## config.mk

```make
export PLATFORM = sky130hd
export DESIGN_NAME = min_tracking_stack
export DESIGN_NICKNAME = d
export VERILOG_FILES = /design/src/sv/mts_pkg.sv /design/src/sv/mts_ctrl.sv /design/src/sv/mts_dpath.sv /design/src/sv/min_tracking_stack.sv
export SDC_FILE = /design/constraint.sdc
export NUM_CORES = 1
export LEC_CHECK = 0
export BUFFER_PORTS_ARGS = -buffer_cell sky130_fd_sc_hd__buf_2
export CORE_MARGIN = 2
export CORE_UTILIZATION = 56
export CTS_BUF_LIST = sky130_fd_sc_hd__clkbuf_8 sky130_fd_sc_hd__clkbuf_16
export CTS_CLUSTER_DIAMETER = 150
export DETAILED_ROUTE_END_ITERATION = 8
export HOLD_SLACK_MARGIN = 0.06
export PLACE_DENSITY = 0.76
export SYNTH_ARGS = -nofsm -noshare
export SYNTH_HDL_FRONTEND = slang
export SYNTH_SLANG_ARGS = --single-unit
export TNS_END_PERCENT = 50
```

## constraint.sdc

```tcl
create_clock -name clk -period 3.95 [get_ports clk]
set_input_delay 0.1975 -clock clk [delete_from_list [all_inputs] [get_ports clk]]
set_output_delay 0.1975 -clock clk [all_outputs]
set_load 0.1 [all_outputs]
```

## src/sv/mts_pkg.sv

```systemverilog
// shared constants and types for the min-tracking stack
package mts_pkg;

    localparam int STACK_DEPTH = 16;
    localparam int ADDR_W      = $clog2(STACK_DEPTH);
    localparam int OCC_W       = $clog2(STACK_DEPTH + 1);
    localparam int DATA_W      = 32;

    // action codes
    localparam logic ACT_PUSH = 1'b0;
    localparam logic ACT_POP  = 1'b1;

    // result status codes
    localparam logic [1:0] ST_DONE  = 2'd0;
    localparam logic [1:0] ST_FULL  = 2'd1;
    localparam logic [1:0] ST_EMPTY = 2'd2;

    // commands from controller to datapath
    typedef struct packed {
        logic load_in;
        logic exec;
        logic load_top;
        logic load_out;
    } mts_cmd_t;

    // status from datapath to controller
    typedef struct packed {
        logic need_load;
    } mts_stat_t;

endpackage

```

## src/sv/mts_ctrl.sv

```systemverilog
// controller state machine for the min-tracking stack
module mts_ctrl (
    input  logic              clk,
    input  logic              rst_n,
    input  logic              s_tvalid,
    output logic              s_tready,
    output logic              m_tvalid,
    input  logic              m_tready,
    input  mts_pkg::mts_stat_t stat,
    output mts_pkg::mts_cmd_t  cmd
);
    import mts_pkg::*;

    localparam logic [1:0] S_IDLE = 2'd0;
    localparam logic [1:0] S_EXEC = 2'd1;
    localparam logic [1:0] S_LOAD = 2'd2;
    localparam logic [1:0] S_DONE = 2'd3;

    logic [1:0] state_reg;
    logic [1:0] state_next;
    logic       out_full_reg;
    logic       out_full_next;
    logic       out_free;

    assign out_free = !out_full_reg || m_tready;
    assign s_tready = (state_reg == S_IDLE);
    assign m_tvalid = out_full_reg;

    // next state and commands
    always_comb
    begin
        state_next   = state_reg;
        cmd          = '0;
        unique case (state_reg)
            S_IDLE:
            begin
                if (s_tvalid)
                begin
                    cmd.load_in = 1'b1;
                    state_next  = S_EXEC;
                end
            end
            S_EXEC:
            begin
                cmd.exec   = 1'b1;
                state_next = stat.need_load ? S_LOAD : S_DONE;
            end
            S_LOAD:
            begin
                cmd.load_top = 1'b1;
                state_next   = S_DONE;
            end
            S_DONE:
            begin
                if (out_free)
                begin
                    cmd.load_out = 1'b1;
                    state_next   = S_IDLE;
                end
            end
            default:
            begin
                state_next = S_IDLE;
            end
        endcase
    end

    // output buffer occupancy
    always_comb
    begin
        priority if (cmd.load_out)
            out_full_next = 1'b1;
        else if (m_tready)
            out_full_next = 1'b0;
        else
            out_full_next = out_full_reg;
    end

    always_ff @(posedge clk or negedge rst_n)
    begin
        if (!rst_n)
        begin
            state_reg    <= S_IDLE;
            out_full_reg <= 1'b0;
        end
        else
        begin
            state_reg    <= state_next;
            out_full_reg <= out_full_next;
        end
    end

endmodule

```

## src/sv/mts_dpath.sv

```systemverilog
// datapath: occupancy, cached top minimum, prefix-minimum memory, result register
module mts_dpath (
    input  logic                         clk,
    input  logic                         rst_n,
    input  logic                         action,
    input  logic [mts_pkg::DATA_W-1:0]   value,
    input  mts_pkg::mts_cmd_t            cmd,
    output mts_pkg::mts_stat_t           stat,
    output logic [1:0]                   status,
    output logic [mts_pkg::DATA_W-1:0]   min_value,
    output logic                         min_valid
);
    import mts_pkg::*;

    logic [DATA_W-1:0] mem [STACK_DEPTH];

    logic              act_reg;
    logic [DATA_W-1:0] val_reg;
    logic [OCC_W-1:0]  occ_reg;
    logic [OCC_W-1:0]  occ_next;
    logic [DATA_W-1:0] top_reg;
    logic [DATA_W-1:0] top_next;
    logic [1:0]        stat_reg;
    logic [1:0]        stat_next;
    logic [DATA_W-1:0] rdata_reg;
    logic [1:0]        out_status_reg;
    logic [DATA_W-1:0] out_min_reg;
    logic              out_valid_reg;

    logic              is_full;
    logic              is_empty;
    logic [DATA_W-1:0] new_min;
    logic              do_write;
    logic              do_read;
    logic [ADDR_W-1:0] rd_ptr;

    assign is_full  = (occ_reg == OCC_W'(STACK_DEPTH));
    assign is_empty = (occ_reg == '0);
    // entry below the top; wraps correctly from a full stack
    assign rd_ptr   = occ_reg[ADDR_W-1:0] - ADDR_W'(2);

    // smaller of the pushed value and the current top minimum
    assign new_min = (is_empty || ($signed(val_reg) < $signed(top_reg))) ? val_reg : top_reg;

    assign do_write       = cmd.exec && (act_reg == ACT_PUSH) && !is_full;
    assign do_read        = cmd.exec && (act_reg == ACT_POP) && (occ_reg > OCC_W'(1));
    assign stat.need_load = (act_reg == ACT_POP) && (occ_reg > OCC_W'(1));

    // occupancy, top and status update
    always_comb
    begin
        occ_next  = occ_reg;
        top_next  = top_reg;
        stat_next = stat_reg;
        if (cmd.exec)
        begin
            stat_next = ST_DONE;
            if (act_reg == ACT_PUSH)
            begin
                if (is_full)
                    stat_next = ST_FULL;
                else
                begin
                    occ_next = occ_reg + OCC_W'(1);
                    top_next = new_min;
                end
            end
            else
            begin
                if (is_empty)
                    stat_next = ST_EMPTY;
                else
                    occ_next = occ_reg - OCC_W'(1);
            end
        end
        else if (cmd.load_top)
        begin
            top_next = rdata_reg;
        end
    end

    always_ff @(posedge clk or negedge rst_n)
    begin
        if (!rst_n)
            occ_reg <= '0;
        else
            occ_reg <= occ_next;
    end

    // payload registers
    always_ff @(posedge clk)
    begin
        if (cmd.load_in)
        begin
            act_reg <= action;
            val_reg <= value;
        end
        top_reg  <= top_next;
        stat_reg <= stat_next;
        if (cmd.load_out)
        begin
            out_status_reg <= stat_reg;
            out_min_reg    <= is_empty ? '0 : top_reg;
            out_valid_reg  <= !is_empty;
        end
    end

    // prefix-minimum memory
    always_ff @(posedge clk)
    begin
        if (do_write)
            mem[occ_reg[ADDR_W-1:0]] <= new_min;
        if (do_read)
            rdata_reg <= mem[rd_ptr];
    end

    assign status    = out_status_reg;
    assign min_value = out_min_reg;
    assign min_valid = out_valid_reg;

endmodule

```

## src/sv/min_tracking_stack.sv

```systemverilog
// top level of the min-tracking stack
// A bounded stack of signed 32-bit values that reports the minimum of what it
// holds after every push or pop, one result per input transfer. The block works
// on one item at a time: a push, a refused push or a refused pop goes through
// the execute and done states, and a pop that leaves at least one value also
// goes through a load state that reloads the cached top minimum from the
// registered read of the prefix-minimum memory. A finished result waits in an
// output register, so the next item is taken while it is still unclaimed; that
// next item then holds in its done state until the waiting result is taken. No
// clearing pass follows reset; the stack is empty as soon as reset is released.
module min_tracking_stack (
    input  logic        clk,
    input  logic        rst_n,
    input  logic        s_tvalid,
    output logic        s_tready,
    input  logic [31:0] s_tdata,   // [31:0] value
    input  logic        s_tuser,   // [0] action
    output logic        m_tvalid,
    input  logic        m_tready,
    output logic [31:0] m_tdata,   // [31:0] min_value
    output logic [2:0]  m_tuser    // [1:0] status, [2] min_valid
);
    import mts_pkg::*;

    mts_cmd_t   cmd;
    mts_stat_t  stat;
    logic [1:0] status;
    logic       min_valid;

    mts_ctrl u_ctrl (
        .clk      (clk),
        .rst_n    (rst_n),
        .s_tvalid (s_tvalid),
        .s_tready (s_tready),
        .m_tvalid (m_tvalid),
        .m_tready (m_tready),
        .stat     (stat),
        .cmd      (cmd)
    );

    mts_dpath u_dpath (
        .clk       (clk),
        .rst_n     (rst_n),
        .action    (s_tuser),
        .value     (s_tdata),
        .cmd       (cmd),
        .stat      (stat),
        .status    (status),
        .min_value (m_tdata),
        .min_valid (min_valid)
    );

    assign m_tuser = {min_valid, status};

endmodule

```

==> summary.md, run 1 <==
| Metric | Value |
|---|---|
| Status | finished, final reports clean |
| Share of the synthesized area in the top cell type | 74.1% |
| Drt initial violations | 1894 |
| Yosys warnings | 0 |
| Internal power | 0.0171 W |
| Clock H-tree levels | 2 |
| Clk Latency, worst-skew pair | 0.64 ns |
| Inst Count DP | 1929 |
| RR Startpoint | u_dpath.val_reg[9] |
| Via count | 13800 |
| P_leak | 9.98 nW |
| Maximum vdd drop | 1.48 mV |
| Switch Pwr | about 0.0097 W |
| WL/cell | about 30 µm |
| Min Hold Slack | about 0.27 ns |
| Core Util, Final | 64.7% |
| Worst Path Max Fanout | 16 |
| DP Area | 27700 µm² |
| Max Cap Viol | 0 |
| HP Class | in2reg |
| Sequential share of the synthesized area | 74.9% |
| Clock share of power | 21.0% |
| CP startpoint kind | flip-flop |
| Final Non-Filler Cells | 2078 |
| Synth-to-Final Area Change | 14.5% |
| Reg power frac | 41.3% |
| Worst setup path class | reg2reg |
| Fin crit share | a little over nine tenths |
| # clock sinks | 654 |
| Syn Nets | between 1000 and 1500 |
| Root Driver | clkbuf_16 |
| CP required | about 4.2 ns |
| Num ports | 74 |
| Initial Utilization | 56.5% |
| Top-count cell post-synth | edfxtp_1 |
| Number of cell rows | 79 |
| Die X | ~220 µm |
| Vias in the first global route | about 14000 |
| Finished Cell Area | between 20000 and 30000 µm² |
| Antenna viol nets, final | 0 |
| First-pass GRT wire length | 91600 µm |
| Skew final | 0.0293 ns |
| Height of the die | 220 µm |
| Final period demand of the worst path | 3.71 ns |
| Critical Path End Type | flip-flop |
| Max-slew violations | 0 |
| Layout cell share with drive strength beyond 1 | 29.0% |
| Post-synth top cells | edfxtp_1 (646), mux4_2 (160), nor2_1 (90) |
| Post-synthesis average cell area | 20.5 µm² |
| I/O Buffers | 73 |
| Final setup vio count | 0 |
| ANT cells | 0 |
| Detailed placer's ending HPWL | 33100 µm |
| CTS Buffer Depth | 3 |
| Drt pass-1 iters | 7 |
| Slew Limit Headroom | a little under a quarter |
| Slew at the pin with the worst max-slew slack | between 1 and 1.5 ns |
| #FFs+latches synth | 654 |
| Part of the power in combinational logic | between 30% and 40% |
| Setup TNS Final | 0 ns |
| Synthesized area | 26200 µm² |
| Hold depth | 2 |
| CTS buffer count | 61 |
| Power Dens Cells | 893 nW/µm² |
| Clock-pin slew on the worst setup and hold paths | around 0.06 ns |
| Core ar. | 46400 µm² |
| WP data arrival | 3.97 ns |
| Switching Fraction | 36.2% |
| Gpl congestion | approximately 0.81 |
| Area leader, netlist | edfxtp_1 |
| Via/cell ratio | ~6.6 |
| Post-synth EDFFs | 646 |
| Top cells by area, synth | edfxtp_1 (74%), mux4_2 (14%), ha_1 (2.0%) |
| Hold_sp | s_tdata[2] |
| Die area | 48500 µm² |
| Final nets | 1501 |
| Largest register FFs | about 500 |
| Grt ovf | 0 |
| Final wirelength | 62800 µm |
| DRC violations left | 0 |
| Largest net degree at the start of global routing | 132 |
| Post-cts resize count | 0 |
| Setup Fix Bufs, Post-CTS | 0 |
| GRT Resource Usage Total | 26.7% |
| CTS tree | yes |
| Initial antenna violation count | 0 |
| Hold Fails Final Rpt | 0 |
| Highest clock rate | 270 MHz |
| RSZ-0062 raised after global routing | no |
| Cells on worst reg2reg path | 8 |
| Synth cell types | 50 |
| Top_reg_cell synth | edfxtp_1 |
| Synthesized instance count | 1279 |
| Critical path origin | u_dpath.val_reg[9] |
| Synth async-reset ratio | 1.22% |
[worst max-delay path, cell delays in order (launching register included)]
cell	delay, ns
edfxtp_1	0.47
ha_1	0.34
a21oi_1	0.30
o21ai_0	0.21
a221oi_1	0.65
o22ai_2	0.36
buf_4	0.29
o31ai_1	0.33
nand2_1	0.38
[logic make-up after synthesis]
kind of cell / after synthesis / synth area share (%)
AOI/OAI and AO/OA: 135 / 4.48
xor gates and xnor gates: 6 / 0.201
adders and majority gates: 42 / 2.01
buffers and inverters: 112 / 1.81
DFF: 654 / 74.9
muxes: 162 / 13.8
and+or+nand+nor: 168 / 2.80
[worst paths after layout]
check / to / slack [ns]
hold reg to reg: u_dpath.status[1] / 0.42
setup reg to reg: u_dpath.mem[8][17] / 0.24
min in group asynchronous: u_dpath.occ_reg[2] / 0.55
hold / removal: u_dpath.val_reg[2] / 0.27
max in group asynchronous: u_dpath.occ_reg[0] / 3.08
setup / recovery: u_dpath.mem[8][17] / 0.24
[cell usage in the layout, fill, tap and decap left out, types with 4 or more instances in the layout]
master	synthesis	routed
a21oi_1	15	15
a31oi_1	34	34
buf_12	0	19
buf_2	4	73
buf_4	1	23
bufinv_16	0	4
clkbuf_16	0	61
clkinv_1	0	14
clkinv_2	0	12
dfrtp_1	8	6
dlygate4sd3_1	0	37
edfxtp_1	646	646
ha_1	42	40
inv_1	39	53
mux4_2	160	160
nand2_1	49	48
nand2b_1	4	4
nand4_1	5	5
nor2_1	90	73
nor2_4	0	17
o2111ai_2	30	30
o21ai_0	4	4
o31ai_1	33	33
[timing repair]
action | 4_1_cts | 5_1_grt
hold buffers | 37 | 0
endpoints found under the hold margin | 44 | 0
setup endpoints to repair | 0 | 0
[power groups by stage]
stage	Combinational [W]	Sequential, W	Clock (W)
after floorplan	0.00607	0.0121	0
after global placement	0.00961	0.0112	0
after detailed placement	0.00994	0.0112	0
after CTS	0.0101	0.0111	0.00568
after global routing	0.0108	0.0111	0.00595
final	0.0101	0.0111	0.00561
[metal layers]
| metal | global-route usage [%] | wire (µm) | vias to the layer above |
|---|---|---|---|
| li1 | - | - | 5585 |
| met1 | 38.2 | 23800 | 7085 |
| met2 | 42.0 | 29900 | 964 |
| met3 | 5.68 | 7240 | 148 |
| met4 | 8.14 | 1790 | 0 |
| met5 | 0 | 0 | - |
[cell type report]
cell class	count	area, µm²
flip-flops and latches	654	19600
fillers	2941	16400
multi-input cells	513	6280
clock buffers	64	1570
repair buffers	152	1290
well taps	607	759
clock inverters	48	330
inverters	40	150
[through the flow]
stage	total power (W)	setup slack, ns
final	0.0268	0.241
after global routing	0.0279	0.00355
after CTS	0.0268	0.310
after detailed placement	0.0211	0.324
after global placement	0.0208	0.378
after floorplan	0.0181	-0.0632
(Power assumes the default switching activity.)
==> run 2, diff against run 1 <==
--- a/config.mk
+++ b/config.mk
@@ -5,7 +5,9 @@
 export SDC_FILE = /design/constraint.sdc
 export NUM_CORES = 1
 export LEC_CHECK = 0
+export ABC_AREA = 1
 export BUFFER_PORTS_ARGS = -buffer_cell sky130_fd_sc_hd__buf_2
+export CAP_MARGIN = 10
 export CORE_MARGIN = 2
 export CORE_UTILIZATION = 56
 export CTS_BUF_LIST = sky130_fd_sc_hd__clkbuf_8 sky130_fd_sc_hd__clkbuf_16
@@ -13,6 +15,7 @@
 export DETAILED_ROUTE_END_ITERATION = 8
 export HOLD_SLACK_MARGIN = 0.06
 export PLACE_DENSITY = 0.76
+export SETUP_SLACK_MARGIN = 0.02
 export SYNTH_ARGS = -nofsm -noshare
 export SYNTH_HDL_FRONTEND = slang
 export SYNTH_SLANG_ARGS = --single-unit
==> run 2 against run 1 <==
Net effect: sequential share of layout area shrank 1.2 points; sequential power is essentially flat; sequential cell count is the same; via count grew 28%; synthesized cell count grew 60%; hold slack gained 0.019 ns; area after synthesis grew 3.1%; non-clock buffer count grew 7; routed wire length grew 12%; core utilization shrank 0.54 points; critical path type unchanged; highest routed layer is now met5.
==> summary.md, run 2 <==
| Metric | Value |
|---|---|
| Final nets | 2211 |
| Area used by multi-input combinational logic | between 6000 and 7000 µm² |
| Synthesized instance count | roughly 2000 |
| Top-count cell post-synth | edfxtp_1 |
| Setup TNS Final | 0 ns |
| DRC violations left | 0 |
| Hold_sp | s_tdata[24] |
| Via count | 17700 |
| Root Driver | clkbuf_16 |
| Yosys warnings | 0 |
| Clk Latency, worst-skew pair | 0.62 ns |
| Core Util, Final | 64.1% |
| Share of the synthesized area in the top cell type | a little under three quarters |
| Worst Path Max Fanout | 18 |
| Internal power | 0.0174 W |
| Top cells by area, synth | edfxtp_1 (72%), o21ai_0 (4.8%), nor2_1 (4.0%) |
| Clock H-tree levels | 2 |
| First-pass GRT wire length | 104000 µm |
| Top_reg_cell synth | edfxtp_1 |
| Final period demand of the worst path | roughly 3.3 ns |
| Post-synth EDFFs | 646 |
| Initial Utilization | 56.7% |
| Critical Path End Type | flip-flop |
| Drt pass-1 iters | 6 |
| Clock share of power | 19.7% |
| Synth-to-Final Area Change | 13.2% |
| GRT Resource Usage Total | 28.2% |
| CP required | 4.30 ns |
| Max-slew violations | 0 |
| Status | finished, final reports clean |
| Final wirelength | 70600 µm |
| RSZ-0062 raised after global routing | no |
| WP data arrival | 3.67 ns |
| CP startpoint kind | flip-flop |
| Most common cell after layout, fill and taps aside | edfxtp_1 |
| Antenna viol nets, final | 0 |
| WL/cell | 25.3 µm |
| Number of cell rows | 80 |
| CTS Buffer Depth | 3 |
| Commonest cells after routing, fill and taps aside | edfxtp_1 (646), nor2_1 (271), o21ai_0 (261) |
| R2r setup slk | 0.63 ns |
| Highest clock rate | 302 MHz |
| Power Dens Cells | 963 nW/µm² |
| Largest net degree at the start of global routing | 258 |
| ANT cells | 0 |
| Fin crit share | roughly 84% |
| Hold depth | 2 |
| Core ar. | 47600 µm² |
| Switch Pwr | 0.0121 W |
| Hold Fails Final Rpt | 0 |
| Slew at the pin with the worst max-slew slack | 1.21 ns |
| Max Cap Viol | 0 |
| Num ports | 74 |
| Die X | 224 µm |
| Part of the power in combinational logic | 41.8% |
| Switching Fraction | around 40% |
| Syn Nets | 2120 |
| Drt initial violations | about 2700 |
| Die area | about 50000 µm² |
| RR Startpoint | u_dpath.val_reg[25] |
| Initial antenna violation count | 1 |
| #FFs+latches synth | 654 |
| Worst setup path class | reg2reg |
| # clock sinks | 654 |
| Vias in the first global route | between 15000 and 20000 |
| Synth async-reset ratio | 1.22% |
| HP Class | in2reg |
| Maximum vdd drop | 0.985 mV |
| Hold EP | u_dpath.val_reg[24] |
| Layout cell share with drive strength beyond 1 | roughly 15% |
| Slew Limit Headroom | 19.1% |
| Fillers | 3228 |
| Synthesized area | 27000 µm² |
| Post-synthesis average cell area | 13.2 µm² |
| Post-synth top cells | edfxtp_1 (646), nor2_1 (288), o21ai_0 (261) |
| Reg power frac | around two fifths |
| Final setup vio count | 0 |
| Grt ovf | 0 |
| Gpl congestion | slightly below 0.9 |
| Detailed placer's ending HPWL | between 30000 and 40000 µm |
| Via/cell ratio | between 6 and 7 |
| CTS tree | yes |
| Skew final | 0.0151 ns |
| Worst reg2reg endpoint | u_dpath.mem[5][28] |
| Cells on worst reg2reg path | 11 |
| Post-cts resize count | 0 |
| Synth cell types | 39 |
| Area leader, netlist | edfxtp_1 |
| Height of the die | 224 µm |
| Sequential share of the synthesized area | 72.6% |
| Largest register FFs | 512 |
| P_leak | ~11 nW |
| CTS buffer count | 60 |
| Register area | 19600 µm² |
| I/O Buffers | 73 |
| Clock-pin slew on the worst setup and hold paths | 0.06 ns |
[run 2: cell types whose count changed after synthesis, sizes merged, moves of 30 or more]
cell,delta
a31oi,-33
clkbuf,+33
inv,+82
mux4,-160
nand2,+160
nand3,+70
nor2,+200
o2111ai,-32
o211ai,+30
o21ai,+258
o221ai,+98
o22ai,+31
o31ai,-33
[run 2: cell type report]
type                       count  area share, %
clock buffer                  63           5.08
timing repair buffer         159           4.06
tap                          615           2.52
clock inverter                47           1.38
sequential                   654           64.2
inverter                     123           1.53
multi-input combinational   1134           21.3
[run 2: worst max-delay path by stage]
| stage | from | to | slack, ns | depth (start not counted) |
|---|---|---|---|---|
| after floorplan | u_dpath.occ_reg[1] | u_dpath.rdata_reg[0] | 0.54 | 8 |
| final | u_dpath.val_reg[25] | u_dpath.mem[5][28] | 0.63 | 11 |
| after detailed placement | u_dpath.top_reg[21] | u_dpath.mem[8][28] | 0.75 | 12 |
| after CTS | u_dpath.top_reg[21] | u_dpath.mem[8][28] | 0.71 | 12 |
| after global routing | u_dpath.top_reg[23] | u_dpath.mem[4][0] | 0.51 | 11 |
| after global placement | u_dpath.top_reg[21] | u_dpath.mem[8][28] | 0.83 | 12 |
[run 2: critical path: stages (launching register included)]
cell and delay, ns:
edfxtp_1 0.46, ha_1 0.34, a21oi_1 0.18, o21ai_0 0.12
nand2_1 0.11, nand2_2 0.07, a21oi_4 0.14, nand3_2 0.40
nand3_4 0.56, buf_4 0.39, nand2_4 0.07, and2_4 0.21
[run 2: logic make-up (layout without fill, tap and decap cells)]
logic type / Yosys count / count (layout) / synth area share, %
AOI/OAI and AO/OA: 446 / 446 / 10.2
xor gates and xnor gates: 6 / 6 / 0.195
adders and majority gates: 42 / 42 / 1.95
buffers and inverters: 253 / 392 / 3.90
DFF: 654 / 654 / 72.6
and+or+nand+nor: 640 / 640 / 11.2
[run 2: metal layers]
metal	GRT usage (%)	part of all wire, %	up-vias
li1	-	-	7672
met2	43.9	46	1257
met3	5.52	12	194
met1	39.2	37	8563
met5	0	0.016	-
met4	12.3	4.1	2
[run 2: metrics by stage]
| step | total power, W | hold WS, ns | cell area (µm²) | setup slack, ns | std cells |
|---|---|---|---|---|---|
| 2_1_floorplan | 0.0198 | -0.0981 | 27000 | 0.541 | 2041 |
| 3_3_place_gp | 0.0229 | 0.0529 | 28200 | 0.833 | 2648 |
| 3_5_place_dp | 0.0234 | 0.0535 | 28200 | 0.746 | 2648 |
| 4_1_cts | 0.0292 | 0.274 | 30600 | 0.708 | 2795 |
| 5_1_grt | 0.0307 | 0.299 | 30600 | 0.511 | 2795 |
| 6_report | 0.0294 | 0.286 | 30600 | 0.634 | 2795 |
[run 2: repair_timing]
action | in CTS | in global routing
hold endpoints to repair | 44 | 0
buffers inserted | 0 | 0
hold buffers | 37 | 0
[run 2: power by group through the flow]
stage          clock network [W]  registers, W  logic [W]
2_1_floorplan                  0        0.0122    0.00755
3_3_place_gp                   0        0.0114     0.0115
3_5_place_dp                   0        0.0115     0.0119
4_1_cts                  0.00584        0.0113     0.0120
5_1_grt                  0.00608        0.0114     0.0132
6_report                 0.00580        0.0113     0.0123
